===== src/rtl/vfpe_pkg.sv =====
`default_nettype none
package vfpe_pkg;

  // field widths
  localparam int ValW   = 32;
  localparam int MW     = 50;
  localparam int MagW   = 50;
  localparam int ScW    = 30;
  localparam int SumW   = 64;
  localparam int LenW   = 32;
  localparam int QW     = 31;
  localparam int PlaneW = 3;

  localparam logic [PlaneW-1:0] LastPlane = 3'd5;

  // input word kinds
  localparam logic [1:0] ModeLoadProj = 2'd0;
  localparam logic [1:0] ModeLoadView = 2'd1;
  localparam logic [1:0] ModeCompute  = 2'd2;

  // matrix row combined with row 3 for a plane
  function automatic logic [1:0] plane_row(input logic [PlaneW-1:0] p);
    logic [1:0] r;
    case (p) inside
      3'd0, 3'd1: r = 2'd0;
      3'd2, 3'd3: r = 2'd1;
      default:    r = 2'd2;
    endcase
    return r;
  endfunction

  // plane takes row 3 minus the row
  function automatic logic plane_neg(input logic [PlaneW-1:0] p);
    logic n;
    case (p) inside
      3'd1, 3'd2, 3'd5: n = 1'b1;
      default:          n = 1'b0;
    endcase
    return n;
  endfunction

endpackage
`default_nettype wire


===== src/rtl/vfpe_isqrt.sv =====
`default_nettype none
module vfpe_isqrt
  import vfpe_pkg::*;
(
  input  wire logic            clk_i,
  input  wire logic            rst_ni,
  input  wire logic            start_i,
  input  wire logic [SumW-1:0] radicand_i,
  output logic                 done_o,
  output logic [LenW-1:0]      root_o
);

  logic            busy_q, done_q;
  logic [SumW-1:0] rem_q, res_q, bit_q;
  logic [SumW-1:0] trial;

  assign trial = res_q + bit_q;

  // control
  always_ff @(posedge clk_i or negedge rst_ni) begin
    if (!rst_ni) begin
      busy_q <= 1'b0;
      done_q <= 1'b0;
    end else begin
      done_q <= 1'b0;
      if (start_i) begin
        busy_q <= 1'b1;
      end else if (busy_q && bit_q == 64'd1) begin
        busy_q <= 1'b0;
        done_q <= 1'b1;
      end
    end
  end

  // one result bit per cycle
  always_ff @(posedge clk_i) begin
    if (start_i) begin
      rem_q <= radicand_i;
      res_q <= '0;
      bit_q <= 64'd1 << 62;
    end else if (busy_q) begin
      if (rem_q >= trial) begin
        rem_q <= rem_q - trial;
        res_q <= (res_q >> 1) + bit_q;
      end else begin
        res_q <= res_q >> 1;
      end
      bit_q <= bit_q >> 2;
    end
  end

  assign done_o = done_q;
  assign root_o = res_q[LenW-1:0];

endmodule
`default_nettype wire


===== config.mk =====
export PLATFORM = sky130hd
export DESIGN_NAME = vfpe_isqrt
export DESIGN_NICKNAME = d
export VERILOG_FILES = /design/src/rtl/vfpe_pkg.sv /design/src/rtl/vfpe_isqrt.sv
export SDC_FILE = /design/constraint.sdc
export NUM_CORES = 1
export LEC_CHECK = 0
export ABC_CLOCK_PERIOD_IN_PS = 9700
export BUFFER_PORTS_ARGS = -buffer_cell sky130_fd_sc_hd__clkbuf_2
export CORE_MARGIN = 2
export CORE_UTILIZATION = 39
export DETAILED_ROUTE_END_ITERATION = 8
export PLACE_DENSITY_LB_ADDON = 0.15
export RECOVER_POWER = 50
export SKIP_LAST_GASP = 1
export SLEW_MARGIN = 30
export SYNTH_ARGS = -nofsm -noshare
export SYNTH_HDL_FRONTEND = slang
export SYNTH_SLANG_ARGS = --single-unit

===== constraint.sdc =====
create_clock -name clk_i -period 9.7 [get_ports clk_i]
set_input_delay 0.485 -clock clk_i [delete_from_list [all_inputs] [get_ports clk_i]]
set_output_delay 0.485 -clock clk_i [all_outputs]
set_load 0.005 [all_outputs]

# After elaboration in Yosys (flattened, before gate mapping)
# Index checks and enable logic that the tools add are counted.
[op_classes]
reduce_logical = 5
eq_ne = 1
magnitude_cmp = 1
n_addsub = 3
muxes = 8
[ops]
columns = ["cell", "n"]
rows = [
  ["2-to-1 mux 64 bit", 4],
  ["adder 63 x 63 -> 64 bit", 1],
  ["adder 64 x 63 -> 64 bit", 1],
  ["greater-or-equal comparator 64 bit", 1],
  ["subtractor 64 bit", 1],
  ["equality test 32 x 1 -> 1 bit (second input constant)", 1],
  ["nonzero test 2 bit", 3],
  ["2-to-1 mux 1 bit", 4],
  ["AND reduction 2 bit", 1],
  ["logical AND 1 bit", 1],
]
[word_totals]
in_bits = 67
output_inout_bits = 33
wordCells = 23
ff_bits = 162

# Logic depth before layout (Yosys ltp)
[depth]
depth_word = 5
mapped_depth = 26
ltp_nobuf = 24

# Worst setup path after synthesis
# No wires, ideal clock.
[synth_path]
path_kind = "reg-to-reg"
from = "register res_q[2]"
to = "register rem_q[0] (enable)"
setup_slack_ns = 1.456
setup_ns = 0.499
stages_incl_launch_ff = 22
period_less_slack_ns = 8.244
path_buffers = 2
arrival_time_ns = 7.745
path_cell_list = "dfxtp_1 ha_1 a31oi_1 o21bai_1 a21oi_1 o31ai_1 nand4_1 nand3_1 a21boi_0 o21ai_0 a31oi_1 xor2_1 ha_1 nand2_1 or4_1 nor4_1 nor3_1 a2111oi_2 a211oi_2 buf_4 buf_4 o21bai_1"
[synth_between]
elab_chain_cells = 4
[synth_lines]
columns = ["item", "line", "text"]
rows = [
  ["from (decl)", "vfpe_isqrt.sv:14", "logic [SumW-1:0] rem_q, res_q, bit_q;"],
  ["from (signal assigned)", "vfpe_isqrt.sv:44", "res_q <= (res_q >> 1) + bit_q;"],
  ["from (signal assigned)", "vfpe_isqrt.sv:46", "res_q <= res_q >> 1;"],
  ["adder 64 x 63 -> 64 bit", "vfpe_isqrt.sv:17", "assign trial = res_q + bit_q;"],
  ["greater-or-equal comparator 64 bit", "vfpe_isqrt.sv:42", "if (rem_q >= trial) begin"],
  ["nonzero test 2 bit (no line)", "--", ""],
  ["AND reduction 2 bit (no line)", "--", ""],
  ["to (signal assigned)", "vfpe_isqrt.sv:38", "rem_q <= radicand_i;"],
  ["to (signal assigned)", "vfpe_isqrt.sv:43", "rem_q <= rem_q - trial;"],
  ["to (decl)", "vfpe_isqrt.sv:14", ""],
]
# Every way passes these cells.
# A chain may end at the register's enable or synchronous reset.

# Worst setup path in the final report
[layout_path]
from = "input start_i"
to = "register rem_q[59], data pin"
[layout_between]
elab_chain_cells = 1
[layout_lines]
columns = ["item", "line", "text"]
rows = [
  ["from (decl)", "vfpe_isqrt.sv:7", "input wire logic start_i,"],
  ["2-to-1 mux 64 bit", "vfpe_isqrt.sv:37", "if (start_i) begin"],
]
# Every way passes these cells.

==> impl_metrics.csv <==
group,metric,value,unit
clock_tree,cts_max_path_buffers,2,
clock_tree,cts_root_buffer,"clkbuf_16",
clock_tree,clock_tree.htree_level_count,4,
setup_path,worst_path_most_repeated_cell,"clkbuf_1",
outcome,violated_checks,"capacitance limit, slew limit",
die,die_x,200,um
finish,postLayoutCoreUtil,0.427,
synthesis,synth.largest_area_cell,"dfxtp_1",
die,rows,71,
synthesis,postSynth.asyncResetShare,0.0123,
setup_path,setup.reg_to_reg.worst_slack,2.47,ns
setup_path,critPathLaunchType,"primary input",
route,drt_first_iter_violations,838,
job,maxCapViolations,4,
setup_path,arrival,7.37,ns
global_routing,grt_pass1_wl,73700,um
power_and_ir_drop,power.share.switching,0.455,
placed_design,total_instance_count_after_detailed_placement,2376,
synthesis,syn-num-nets,2090,
clock_tree,ctsResizeCount,0,
placed_design,place_hpwl,35000,um
route,ant_nets,0,
setup_path,cp_cell_sequence,"clkbuf_1 > clkbuf_1 > clkbuf_1 > o21ai_0",
finish,instances_no_fill,2410,
power_and_ir_drop,sequentialPowerShare,0.261,
global_routing,number_of_global_route_vias_before_repair,13500,
synthesis,synth-seq-cells,162,
timing,skew,0.0125,ns
timing,rsz0062_at_grt,"no",
clock_tree,cts_inserted_buffers,17,
synthesis,synthesis.area_per_instance,7.93,um2
power_and_ir_drop,combPwrFrac,0.564,
setup_path,worst-endpoint-required,9.80,ns
finish,nFillCells,3920,
finish,area.growth.synth_to_final,7.42,%
setup_path,worst_path_max_delay_cell,"clkbuf_1",
die,floorplan.initialDensity,0.397,
route,routed_wirelength,45400,um
timing,timing.slew.headroom,-1.24,
global_routing,antenna_found_initial,0,
timing,timing.final.setup_violations,0,
power_and_ir_drop,report.power.total,4.01,mW
setup_path,endpoint_kind,"flip-flop",
clock_tree,insertion_delay,0.47,ns
clock_tree,cts_hold_buffers,1,
finish,post_route_cells_drive_above_1_share,0.0816,
power_and_ir_drop,power_per_cell_area,249,nW/um2
setup_path,critPathMaxFanout,76,
placed_design,finalWeightedCongestion,0.930,
timing,totalNegativeSetupSlack,0,ns
outcome,status,"finished, violations left",
timing,fin_crit_sh,0.749,
finish,final_net_count,2084,
global_routing,grt_overflow,0,
clock_tree,worst_setup_hold_path_clk_slew,0.07,ns
global_routing,grtUsageTotal,0.228,
timing,tightest_slew,3.36,ns
placed_design,port_buffers,99,
synthesis,synth_ff_type,"dfxtp_1",
timing,hold_violations,0,
timing,max_clock_freq,138,MHz
power_and_ir_drop,cellInternalPower,2.18,mW
finish,num_antenna_cells,0,
power_and_ir_drop,clock_power_share,0.175,
route,detail_route.vias_per_cell,5.74,
global_routing,grt_start_max_net_pins,83,
setup_path,worst_path_largest_cell_delay,2.30,ns
die,floorplan.die.height,200,um
power_and_ir_drop,power.leakage,6.49,nW
route,routed-via-count,13800,
synthesis,synth.yosys.seq_area_share,0.260,
synthesis,ys_types,80,
finish,layout.cells.most_common_list,"nand2_1 (218), o21ai_0 (177), nor2_1 (176)",
finish,mostFrequentLayoutCell,"nand2_1",
timing,timing.final.max_slew_violations,270,
synthesis,synth_top_cell_area_share,0.128,
synthesis,synth-edff-count,64,
timing,final_critical_delay_including_setup_and_external_delays,7.27,ns
synthesis,synthTopCellsByArea,"dfxtp_1 (13%), edfxtp_1 (13%), ha_1 (11%)",
synthesis,synth.yosys.warnings,0,
clock_tree,post_cts.repair.setup_buffers,0,
die,die_area,40000,um2
die,fp.coreArea,37800,um2
power_and_ir_drop,peakVddDrop,123,uV
synthesis,synth_area,15000,um2
die,io_pins,100,
hold_path,worst_hold_path_type,"in -> reg",
timing,final.hold.worst_slack,0.291,ns
power_and_ir_drop,net-switching-power,1.82,mW
clock_tree,numClockSinks,162,
setup_path,critPathKind,"in -> reg",
route,remaining_drc_errors,0,
route,detail_route.wl_per_cell,18.8,um
route,drt_pass_1_iters,5,
synthesis,cells_after_synthesis,1892,
clock_tree,clock_tree_from_tritoncts,"yes",
[registers in the layout, indices dropped and copies added (netlist names)]
register / count
rem_q: 64
bit_q: 32
done_o: 1
busy_q: 1
res_q: 64
[through the flow]
stage / setup slack, ns / cell area, um2
6_report: 2.43 / 16100
5_1_grt: 1.43 / 16100
4_1_cts: 2.38 / 16200
3_5_place_dp: 2.40 / 15600
3_3_place_gp: 2.62 / 15600
2_1_floorplan: 1.46 / 15000
[final cells by class]
class / count / area (um2) / area share
clock buffer: 20 / 468 / 0.0290
clock inverter: 12 / 123 / 0.00761
inverter: 23 / 86.3 / 0.00536
multi-input combinational: 1573 / 10400 / 0.644
sequential: 162 / 3890 / 0.242
tap: 511 / 639 / 0.0397
timing repair buffer: 109 / 532 / 0.0330
[metal layers]
metal | vias to the layer above | wire [um] | global-route usage
met5 | - | 0 | 0
met4 | 0 | 827 | 0.0634
met3 | 47 | 1970 | 0.0430
met2 | 294 | 22100 | 0.398
met1 | 6518 | 20500 | 0.287
li1 | 6968 | - | -
[path summary, 6_finish.rpt]
kind / start / end / depth (start not counted)
worst max-delay path: start_i / rem_q[59] / 4
worst min-delay path: radicand_i[20] / rem_q[20] / 3
worst max register to register: res_q[4] / rem_q[5] / 21
worst min register to register: res_q[0] / res_q[0] / 2
max in group asynchronous: rst_ni / busy_q / 2
min in group asynchronous: rst_ni / done_o / 2
[cell usage after synthesis (all sizes together) (58+ instances only)]
cell type / instances
a21oi: 138
a31oi: 62
buf: 58
clkbuf: 76
dfxtp: 96
edfxtp: 64
ha: 130
nand2: 218
nor2: 177
o21ai: 182
xnor2: 81
xor2: 76
[logic make-up after synthesis]
family,after synthesis,share of synthesized area
AO/OA/AOI/OAI,636,0.271
XOR/XNOR,157,0.0917
adder cells (fa/ha/maj),131,0.110
buffers and inverters,157,0.0505
flip-flops,162,0.260
multiplexers,52,0.0353
AND/OR/NAND/NOR,597,0.182
[power groups by stage]
stage / Combinational (mW) / Sequential, mW / Clock (mW)
final: 2.26 / 1.05 / 0.703
after global routing: 2.54 / 1.06 / 0.750
after CTS: 2.25 / 1.05 / 0.721
after detailed placement: 2.24 / 1.06 / 0
after global placement: 2.24 / 1.06 / 0
after floorplan: 1.75 / 1.01 / 0
[worst max-delay path: cells and delay by family]
family                 cells  cell delay [ns]
buffers and inverters      3             6.43
AO/OA/AOI/OAI              1             0.38
Note: power is estimated with default switching activity, not from simulation.
