**src/rtl/vfpe_pkg.sv**
```systemverilog
`default_nettype none
package vfpe_pkg;

  // field widths
  localparam int ValW   = 32;
  localparam int MW     = 50;
  localparam int MagW   = 50;
  localparam int ScW    = 30;
  localparam int SumW   = 64;
  localparam int LenW   = 32;
  localparam int QW     = 31;
  localparam int PlaneW = 3;

  localparam logic [PlaneW-1:0] LastPlane = 3'd5;

  // input word kinds
  localparam logic [1:0] ModeLoadProj = 2'd0;
  localparam logic [1:0] ModeLoadView = 2'd1;
  localparam logic [1:0] ModeCompute  = 2'd2;

  // matrix row combined with row 3 for a plane
  function automatic logic [1:0] plane_row(input logic [PlaneW-1:0] p);
    logic [1:0] r;
    case (p) inside
      3'd0, 3'd1: r = 2'd0;
      3'd2, 3'd3: r = 2'd1;
      default:    r = 2'd2;
    endcase
    return r;
  endfunction

  // plane takes row 3 minus the row
  function automatic logic plane_neg(input logic [PlaneW-1:0] p);
    logic n;
    case (p) inside
      3'd1, 3'd2, 3'd5: n = 1'b1;
      default:          n = 1'b0;
    endcase
    return n;
  endfunction

endpackage
`default_nettype wire

```
**src/rtl/vfpe_div.sv**
```systemverilog
`default_nettype none
module vfpe_div
  import vfpe_pkg::*;
(
  input  wire logic            clk_i,
  input  wire logic            rst_ni,
  input  wire logic            start_i,
  input  wire logic [ScW-1:0]  num_i,
  input  wire logic [LenW-1:0] den_i,
  output logic                 done_o,
  output logic [QW-1:0]        quot_o
);

  logic            busy_q, done_q;
  logic [4:0]      cnt_q;
  logic [LenW-1:0] rem_q, den_q;
  logic [QW-1:0]   q_q;
  logic [LenW:0]   shifted;
  logic [LenW-1:0] num_ext;

  assign shifted = {rem_q, 1'b0};
  assign num_ext = {{(LenW-ScW){1'b0}}, num_i};

  // control
  always_ff @(posedge clk_i or negedge rst_ni) begin
    if (!rst_ni) begin
      busy_q <= 1'b0;
      done_q <= 1'b0;
      cnt_q  <= '0;
    end else begin
      done_q <= 1'b0;
      if (start_i) begin
        busy_q <= 1'b1;
        cnt_q  <= '0;
      end else if (busy_q) begin
        cnt_q <= cnt_q + 5'd1;
        if (cnt_q == 5'(ScW - 1)) begin
          busy_q <= 1'b0;
          done_q <= 1'b1;
        end
      end
    end
  end

  // restoring division of num * 2^30 by den, one quotient bit per cycle
  always_ff @(posedge clk_i) begin
    if (start_i) begin
      den_q <= den_i;
      if (num_ext >= den_i) begin
        rem_q <= num_ext - den_i;
        q_q   <= QW'(1);
      end else begin
        rem_q <= num_ext;
        q_q   <= '0;
      end
    end else if (busy_q) begin
      if (shifted >= {1'b0, den_q}) begin
        rem_q <= LenW'(shifted - {1'b0, den_q});
        q_q   <= {q_q[QW-2:0], 1'b1};
      end else begin
        rem_q <= shifted[LenW-1:0];
        q_q   <= {q_q[QW-2:0], 1'b0};
      end
    end
  end

  assign done_o = done_q;
  assign quot_o = q_q;

endmodule
`default_nettype wire

```
**config.mk**
```make
export PLATFORM = sky130hd
export DESIGN_NAME = vfpe_div
export DESIGN_NICKNAME = d
export VERILOG_FILES = /design/src/rtl/vfpe_pkg.sv /design/src/rtl/vfpe_div.sv
export SDC_FILE = /design/constraint.sdc
export NUM_CORES = 1
export LEC_CHECK = 0
export BUFFER_PORTS_ARGS = -buffer_cell sky130_fd_sc_hd__buf_2
export CAP_MARGIN = 20
export CORE_MARGIN = 3
export CORE_UTILIZATION = 35
export CTS_CLUSTER_DIAMETER = 100
export CTS_CLUSTER_SIZE = 16
export DETAILED_ROUTE_END_ITERATION = 8
export PLACE_DENSITY_LB_ADDON = 0.12
export SYNTH_ARGS = -nofsm -noshare
export SYNTH_HDL_FRONTEND = slang
export SYNTH_SLANG_ARGS = --single-unit
```
**constraint.sdc**
```tcl
create_clock -name clk_i -period 3.9 [get_ports clk_i]
set_input_delay 0.585 -clock clk_i [delete_from_list [all_inputs] [get_ports clk_i]]
set_output_delay 0.585 -clock clk_i [all_outputs]
set_load 0.005 [all_outputs]
```
-- Word level (Yosys, flattened, before mapping)
Index checks and enable logic that the tools add are counted.
- logic and storage cells: 29
- output and inout port bits: 32
- memories: 0
- bits in read-only memories: 0
- register bits after elaboration: 102
- latch bits: 0
- bits in writable memories: 0
- div/mod/pow operators: 0
- multipliers: 0
- add/subtract/negate cells: 3
- magnitude comparators: 2
- reduce and logical (&&, ||, !) cells: 1
- bitwise gates (word level): 0
- shifts and indexed selects: 0
- equality and inequality tests: 1
- multiplexer cells: 16
- operators by type and width (cell ; number):
    2-to-1 mux 32 bit ; 4
    2-to-1 mux 31 bit ; 2
    greater-or-equal comparator 33 x 32 -> 1 bit ; 1
    greater-or-equal comparator 30 x 32 -> 1 bit ; 1
    subtractor 30 x 32 -> 32 bit ; 1
    subtractor 32 bit ; 1
    2-to-1 mux 5 bit ; 2
    2-to-1 mux 1 bit ; 8
    adder 5 x 1 -> 5 bit (second input constant) ; 1
    equality test 5 bit (second input constant) ; 1
    nonzero test 2 bit ; 1

-- Depth between registers and ports, before layout
Gate-level depths: netlist of run 1.
- word-level depth: 4
- gate-level depth with buffers: 14
- gate-level depth less buffers: 12

-- Worst setup path before layout of run 1
Ideal clock, no wire load.
- kind: input to register
- start: in den_i[22]
- end: reg rem_q[6], data pin
- slack: 740 ps
- arrival: 2890 ps
- setup time: 270 ps
- required time: 3630 ps
- cell stages on the path: 12
- buffers on the path: 2
- cell sequence: inv_1 > ha_1 > a21o_1 > a31o_1 > a221o_1 > a211o_1 > o221ai_4 > buf_6 > buf_4 > nor2_1 > a211oi_1 > a21oi_1
- word-level cells in the longest chain between the ends: 3
- ends and longest elaborated chain (element ; line ; source):
    start: declaration ; vfpe_div.sv:9 ; input wire logic [LenW-1:0] den_i,
    greater-or-equal comparator 30 x 32 -> 1 bit ; vfpe_div.sv:49 ; if (num_ext >= den_i) begin
    2-to-1 mux 32 bit ; vfpe_div.sv:49 ;
    2-to-1 mux 32 bit ; vfpe_div.sv:47 ; if (start_i) begin
    end signal: assignment ; vfpe_div.sv:50 ; rem_q <= num_ext - den_i;
    end signal: assignment ; vfpe_div.sv:53 ; rem_q <= num_ext;
    end signal: assignment ; vfpe_div.sv:58 ; rem_q <= LenW'(shifted - {1'b0, den_q});
    end: declaration ; vfpe_div.sv:16 ; logic [LenW-1:0] rem_q, den_q;
Every way passes these cells.
A chain may end at the register's enable or synchronous reset.

-- Final worst setup path of run 1
- start: reg rem_q[9]
- end: reg rem_q[19], data pin
- word-level cells in the longest chain between the ends: 4
- elaborated cells between the ends (all ways): 5
- those cells by class: add/sub (1); order compare (1); mux (3)
- ends and longest elaborated chain (element ; line ; source):
    subtractor 32 bit / greater-or-equal comparator 33 x 32 -> 1 bit (equally long branches) ; vfpe_div.sv:58, vfpe_div.sv:57 ;
    2-to-1 mux 32 bit (*) ; vfpe_div.sv:57 ; if (shifted >= {1'b0, den_q}) begin
    2-to-1 mux 32 bit (*) ; vfpe_div.sv:56 ; end else if (busy_q) begin
    2-to-1 mux 32 bit (*) ; vfpe_div.sv:47 ;
Mark *: on every way between the ends. The rest lies on a longest branch, timed or not. The select of a mux whose other input is x is not followed.

==> run_results.csv, run 1 <==
group,metric,value,unit
grt,grt_antenna_before_repair,0,
route,first_iter_violations,591,
route,wl_per_cell,17.2,um
power,ir_drop,0.252,mV
flow_run,maxCapViolations,0,
critical_path,cp_data_required_time,3.97,ns
placement,place_congestion,0.859,
logic_synthesis,ys_seq_area_share,37.1,%
logic_synthesis,synth_ff_type,"edfxtp_1",
critical_path,slowest_delay,0.43,ns
final_layout,final_layout_size_suffix_gt1_share,15.1,%
floorplanning,die_area,25200,um^2
critical_path,crit_fanout,13,
power,leakage,4.25,nW
logic_synthesis,ys_ff_latch,102,
grt,grt_pass1_wl,35500,um
final_layout,n_antenna_cell,0,
logic_synthesis,postSynth.asyncResetShare,6.86,%
cts,clkSinkCount,102,
grt,grt_pass1_vias,6477,
final_layout,syn_to_final_growth,14.7,%
floorplanning,start_util,35.8,%
sta,hold_viol,0,
status,status,"finished, final reports clean",
logic_synthesis,synth_area,8150,um^2
critical_path,end_kind,"flop",
sta,fin_hold_ws,0.0620,ns
grt,grtUsageTotal,17.9,%
logic_synthesis,yosys_warnings,0,
logic_synthesis,synth_top_cell_by_area,"edfxtp_1",
route,drc,0,
critical_path,r2r_cells,10,
floorplanning,core_area,22800,um^2
grt,grt_max_degree,57,
floorplanning,rows,55,
logic_synthesis,synth_cell_types,73,
sta,fmax,282,MHz
critical_path,path_depth,10,
sta,skew,0.00867,ns
logic_synthesis,synthCells,885,
logic_synthesis,synth_area_leaders,"edfxtp_1 35%, ha_1 9.8%, a21oi_1 4.7%",
final_layout,stdcell_area,9350,um^2
cts,clock-root-buffer,"clkbuf_16",
critical_path,crit_chain,"ha_1, a21oi_1, nand2_1, or2_2, o211ai_1, a211o_1, nand3_1, buf_4, mux2i_1, a22oi_1",
route,wirelength,22400,um
cts,cts-resized-gates,0,
power,p_comb_share,53.4,%
sta,rsz0062_at_grt,"false",
route,vias_per_cell,5.26,
logic_synthesis,synth-edff-count,95,
sta,finalSetupTns,0,ns
cts,cts_buffers,9,
grt,grt_overflow_total,0,
logic_synthesis,avgSynthCellArea,9.21,um^2
logic_synthesis,synth_top_area_share,35.0,%
final_layout,fillers,2319,
cts,clk_pin_slew,0.07,ns
placement,placed_cell_area,9070,um^2
sta,finalSetupViolations,0,
power,switching_share,40.6,%
cts,ctsLongestPathBuffers,2,
critical_path,path_delay_family,"compound AO/OA/AOI/OAI gates",
sta,slew_headroom,52.4,%
floorplanning,fp.dieH,159,um
final_layout,final_net_count,1112,
critical_path,critPathSlowestCell,"o211ai_1",
power,p_seq_share,30.0,%
cts,ctsHoldBuffers,0,
critical_path,arrival,3.61,ns
placement,dp_hpwl,17800,um
sta,worst_pin_slew,0.714,ns
power,cellPowerDensity,563,nW/um^2
critical_path,crit_buf_inv,1,
cts,cts_tree,"done",
placement,numPortBuffers,96,
route,firstDrtPassIters,7,
power,p_switching,2.13,mW
power,p_int,3.13,mW
sta,timing.final.crit_period,3.55,ns
logic_synthesis,synth_nets,1016,
min_path,min_path_type,"input port to async pin",
route,detail-route-antenna-nets,0,
floorplanning,die_w,159,um
cts,clk_latency,0.34,ns
floorplanning,ios,97,
cts,htreeDepth,3,
critical_path,start_kind,"flop",
critical_path,path_class,"flop to flop",
placement,dp_slack,0.229,ns
power,clkPwrFrac,16.6,%
sta,timing.final.crit_share,91.0,%
cts,post_cts_buffers,0,
sta,slew_violations,0,
sta,final.setup.worst_slack,0.353,ns
route,dr_total_vias,6822,
==> path summary, 6_finish.rpt <==
kind	slack (ns)	end	start
worst max register to register	0.35	rem_q[19]$_DFFE_PP_	rem_q[9]$_DFFE_PP_
worst min-delay path	0.06	cnt_q[2]$_DFFE_PN0P_	rst_ni
min in group clk_i	0.43	den_q[10]$_DFFE_PP_	den_i[10]
worst min register to register	0.55	cnt_q[4]$_DFFE_PN0P_	cnt_q[4]$_DFFE_PN0P_
max in group asynchronous	3.68	cnt_q[3]$_DFFE_PN0P_	rst_ni
worst max-delay path	0.35	rem_q[19]$_DFFE_PP_	rem_q[9]$_DFFE_PP_
==> final cells by class <==
class,count,area [um^2],share of cell area [%]
multi-input cells,669,4670,49.9
flip-flops and latches,102,3030,32.4
repair buffers,120,688,7.36
well taps,313,392,4.19
inverters,79,297,3.17
clock buffers,10,229,2.45
clock inverters,5,51.3,0.549
==> layout by cell type, fill, tap and decap left out, types with 26 or more instances in the layout <==
cell type  instances
a21oi_1           76
edfxtp_1          95
xnor2_1           26
a21o_1            26
ha_1              64
buf_2             95
nor2_1            50
nor2b_1           36
inv_1             78
o21ai_0           34
nand2_1           76
==> logic make-up (layout without fill, tap and decap cells) <==
| kind of cell | Yosys count | count (layout) | share of synthesized area (%) |
|---|---|---|---|
| XOR/XNOR | 43 | 43 | 4.62 |
| adder cells (fa/ha/maj) | 66 | 66 | 10.3 |
| flip-flops | 102 | 102 | 37.1 |
| buffers and inverters | 114 | 214 | 5.63 |
| multiplexers | 28 | 28 | 3.50 |
| AND/OR/NAND/NOR | 262 | 262 | 15.9 |
| AO/OA/AOI/OAI | 270 | 270 | 22.9 |
==> metal layers <==
layer | global-route usage (%) | part of all wire (%) | vias up
met5 | 0 | 0 | -
met4 | 3.85 | 1.3 | 0
met3 | 2.61 | 4.5 | 14
met2 | 26.1 | 42 | 164
met1 | 28.1 | 52 | 3173
li1 | - | - | 3471
==> synthesized netlist by cell type, types with 5 or more instances <==
library cell and n:
o211ai_1 15, nor2_1 50, o21ai_0 34, nor2b_1 36, inv_1 78, o211a_1 5
a211o_1 10, mux2i_1 24, nand3_1 24, buf_2 7, nor4_1 5, dfrtp_1 7
or3_1 7, edfxtp_1 95, a211oi_1 14, and3_1 11, xor2_1 17, a31oi_1 11
clkbuf_1 21, nand2b_1 6, a21oi_1 76, nand4_1 14, a21o_1 26, a21boi_0 5
o21bai_1 6, or2_2 5, nand2_1 76, o31a_1 5, o21a_1 14, ha_1 64
xnor2_1 26, nor3_1 15
==> sequential cells by signal (all words and copies together) (netlist names) <==
signal and count:
den_q 32, rem_q 32, quot_o 31, cnt_q 5, busy_q 1, done_o 1
==> stage by stage <==
step,power (mW),instances,util (%)
floorplan,3.65,885,-
global placement,4.41,1283,39.8
detailed placement,4.39,1283,39.8
CTS,5.30,1298,41.0
global route,5.73,1298,41.0
finish,5.26,1298,41.0
==> power by group through the flow <==
stage / registers (mW) / clock network [mW] / logic [mW]
2_1_floorplan: 1.56 / 0 / 2.09
3_3_place_gp: 1.60 / 0 / 2.81
3_5_place_dp: 1.60 / 0 / 2.79
4_1_cts: 1.58 / 0.910 / 2.81
5_1_grt: 1.61 / 0.952 / 3.17
6_report: 1.58 / 0.873 / 2.81
Note: power is estimated with default switching activity, not from simulation.
==> run 2: changes to the inputs <==
PLACE_DENSITY_LB_ADDON = not set   (was 0.12)
==> run 2 against run 1 <==
Power increased by 0.56%. Register-to-register slack improved by 0.04 ns. Flip-flop and latch count unchanged. Maximum frequency increased by 1.1%. Count of clock-buffer cells in the layout decreased by 1. Worst setup slack improved by 0.039 ns. Utilization decreased by 0.077 points. Clock power increased by 4.0%. Largest power group unchanged.
==> run_results.csv, run 2 (synthesis results as in run 1) <==
group,metric,value,unit
critical_path,slowest_delay,0.41,ns
final_layout,stdcell_area,9330,um^2
sta,fmax,285,MHz
route,vias_per_cell,5.41,
critical_path,rrSetupSlack,0.39,ns
critical_path,cpMostUsedCell,"mux2i_1",
cts,clk_latency,0.35,ns
final_layout,final_layout_size_suffix_gt1_share,14.6,%
power,cellPowerDensity,567,nW/um^2
grt,grt_max_degree,55,
power,leakage,4.23,nW
floorplanning,start_util,35.8,%
floorplanning,core_area,22800,um^2
grt,grt_pass1_vias,6606,
cts,cts_buffers,9,
sta,finalSetupTns,0,ns
critical_path,end_kind,"flop",
placement,place_congestion,0.885,
placement,dp_hpwl,17300,um
cts,ctsHoldBuffers,0,
critical_path,crit_fanout,18,
cts,clkSinkCount,102,
sta,finalSetupViolations,0,
floorplanning,die_w,159,um
sta,timing.final.crit_period,3.51,ns
final_layout,layout_common_cells,"95 x edfxtp_1, 95 x buf_2, 78 x inv_1, 76 x nand2_1, 76 x a21oi_1",
floorplanning,fp.dieH,159,um
sta,skew,0.00908,ns
sta,timing.final.crit_share,89.9,%
cts,ctsLongestPathBuffers,2,
critical_path,arrival,3.61,ns
sta,rsz0062_at_grt,"false",
power,switching_share,40.8,%
final_layout,syn_to_final_growth,14.5,%
cts,cts_tree,"done",
power,p_comb_share,53.1,%
final_layout,final_net_count,1107,
critical_path,r2r_cells,10,
cts,clk_pin_slew,0.07,ns
sta,slew_violations,0,
route,wl_per_cell,17.0,um
floorplanning,ios,97,
route,wirelength,22000,um
route,detail-route-antenna-nets,0,
status,status,"finished, final reports clean",
power,p_seq_share,29.8,%
cts,clock-root-buffer,"clkbuf_16",
placement,placed_cell_area,9040,um^2
placement,numPortBuffers,96,
sta,worst_pin_slew,0.784,ns
floorplanning,rows,55,
route,drc,0,
power,p_int,3.13,mW
route,firstDrtPassIters,5,
min_path,min_path_type,"input port to async pin",
flow_run,maxCapViolations,0,
cts,post_cts_buffers,0,
critical_path,crit_chain,"ha_1, a21oi_1, o21ai_0, a221o_1, a21oi_2, a211o_1, nand3_1, buf_12, mux2i_1, mux2i_1",
cts,cts-resized-gates,0,
critical_path,start_kind,"flop",
power,p_switching,2.16,mW
critical_path,rr_startpoint,"rem_q[13]$_DFFE_PP_",
power,clkPwrFrac,17.1,%
grt,grt_pass1_wl,34600,um
critical_path,worstSetupStartpoint,"rem_q[13]$_DFFE_PP_",
critical_path,path_delay_family,"compound AO/OA/AOI/OAI gates",
final_layout,n_antenna_cell,0,
critical_path,path_class,"flop to flop",
grt,grt_antenna_before_repair,0,
route,first_iter_violations,434,
critical_path,crit_buf_inv,1,
route,dr_total_vias,7004,
sta,slew_headroom,47.7,%
grt,grt_overflow_total,0,
critical_path,cp_data_required_time,4.00,ns
cts,htreeDepth,3,
floorplanning,die_area,25200,um^2
sta,hold_viol,0,
power,ir_drop,0.255,mV
critical_path,critPathSlowestCell,"edfxtp_1",
critical_path,r2r_end,"rem_q[13]$_DFFE_PP_",
grt,grtUsageTotal,17.4,%
run 2: worst max path at each step:
stage | endpoint | cells after the start
final | rem_q[13]$_DFFE_PP_ | 10
after global routing | rem_q[26]$_DFFE_PP_ | 13
after CTS | rem_q[13]$_DFFE_PP_ | 10
after detailed placement | rem_q[26]$_DFFE_PP_ | 13
after global placement | rem_q[26]$_DFFE_PP_ | 13
after floorplan | rem_q[6]$_DFFE_PP_ | 12
run 2: final cells by class:
| cell class | instances | area (um^2) |
|---|---|---|
| multi-input cells | 669 | 4670 |
| clock buffers | 9 | 225 |
| clock inverters | 7 | 62.6 |
| repair buffers | 115 | 663 |
| fillers | 2309 | 13400 |
| well taps | 313 | 392 |
| inverters | 79 | 297 |
| flip-flops and latches | 102 | 3030 |
run 2: power groups by stage:
| stage | Combinational, mW | Clock, mW | Sequential [mW] |
|---|---|---|---|
| 6_report | 2.81 | 0.908 | 1.58 |
| 5_1_grt | 3.11 | 0.974 | 1.61 |
| 4_1_cts | 2.78 | 0.929 | 1.58 |
| 3_5_place_dp | 2.76 | 0 | 1.60 |
| 3_3_place_gp | 2.74 | 0 | 1.59 |
| 2_1_floorplan | 2.09 | 0 | 1.56 |
run 2: per-layer routing:
| layer | up-vias | global-route usage, % | wire length, um |
|---|---|---|---|
| li1 | 3468 | - | - |
| met1 | 3286 | 24.4 | 10500 |
| met2 | 225 | 27.8 | 10000 |
| met3 | 25 | 2.28 | 1100 |
| met4 | 0 | 5.74 | 465 |
| met5 | - | 0 | 0 |
run 2: worst register-to-register path, stage by stage (launching register included):
cell and delay, ns:
edfxtp_1 0.41, ha_1 0.39, a21oi_1 0.32, o21ai_0 0.20, a221o_1 0.37, a21oi_2 0.26, a211o_1 0.20, nand3_1 0.38
buf_12 0.33, mux2i_1 0.28, mux2i_1 0.12
run 2: metrics by stage:
step | setup slack [ns] | std cells | hold WS (ns) | total power [mW] | util, %
2_1_floorplan | 0.740 | 885 | 0.289 | 3.65 | -
3_3_place_gp | 0.219 | 1278 | 0.428 | 4.33 | 39.7
3_5_place_dp | 0.121 | 1278 | 0.426 | 4.36 | 39.7
4_1_cts | 0.460 | 1294 | 0.0394 | 5.28 | 41.0
5_1_grt | 0.138 | 1294 | 0.0473 | 5.69 | 41.0
6_report | 0.392 | 1294 | 0.0487 | 5.29 | 41.0
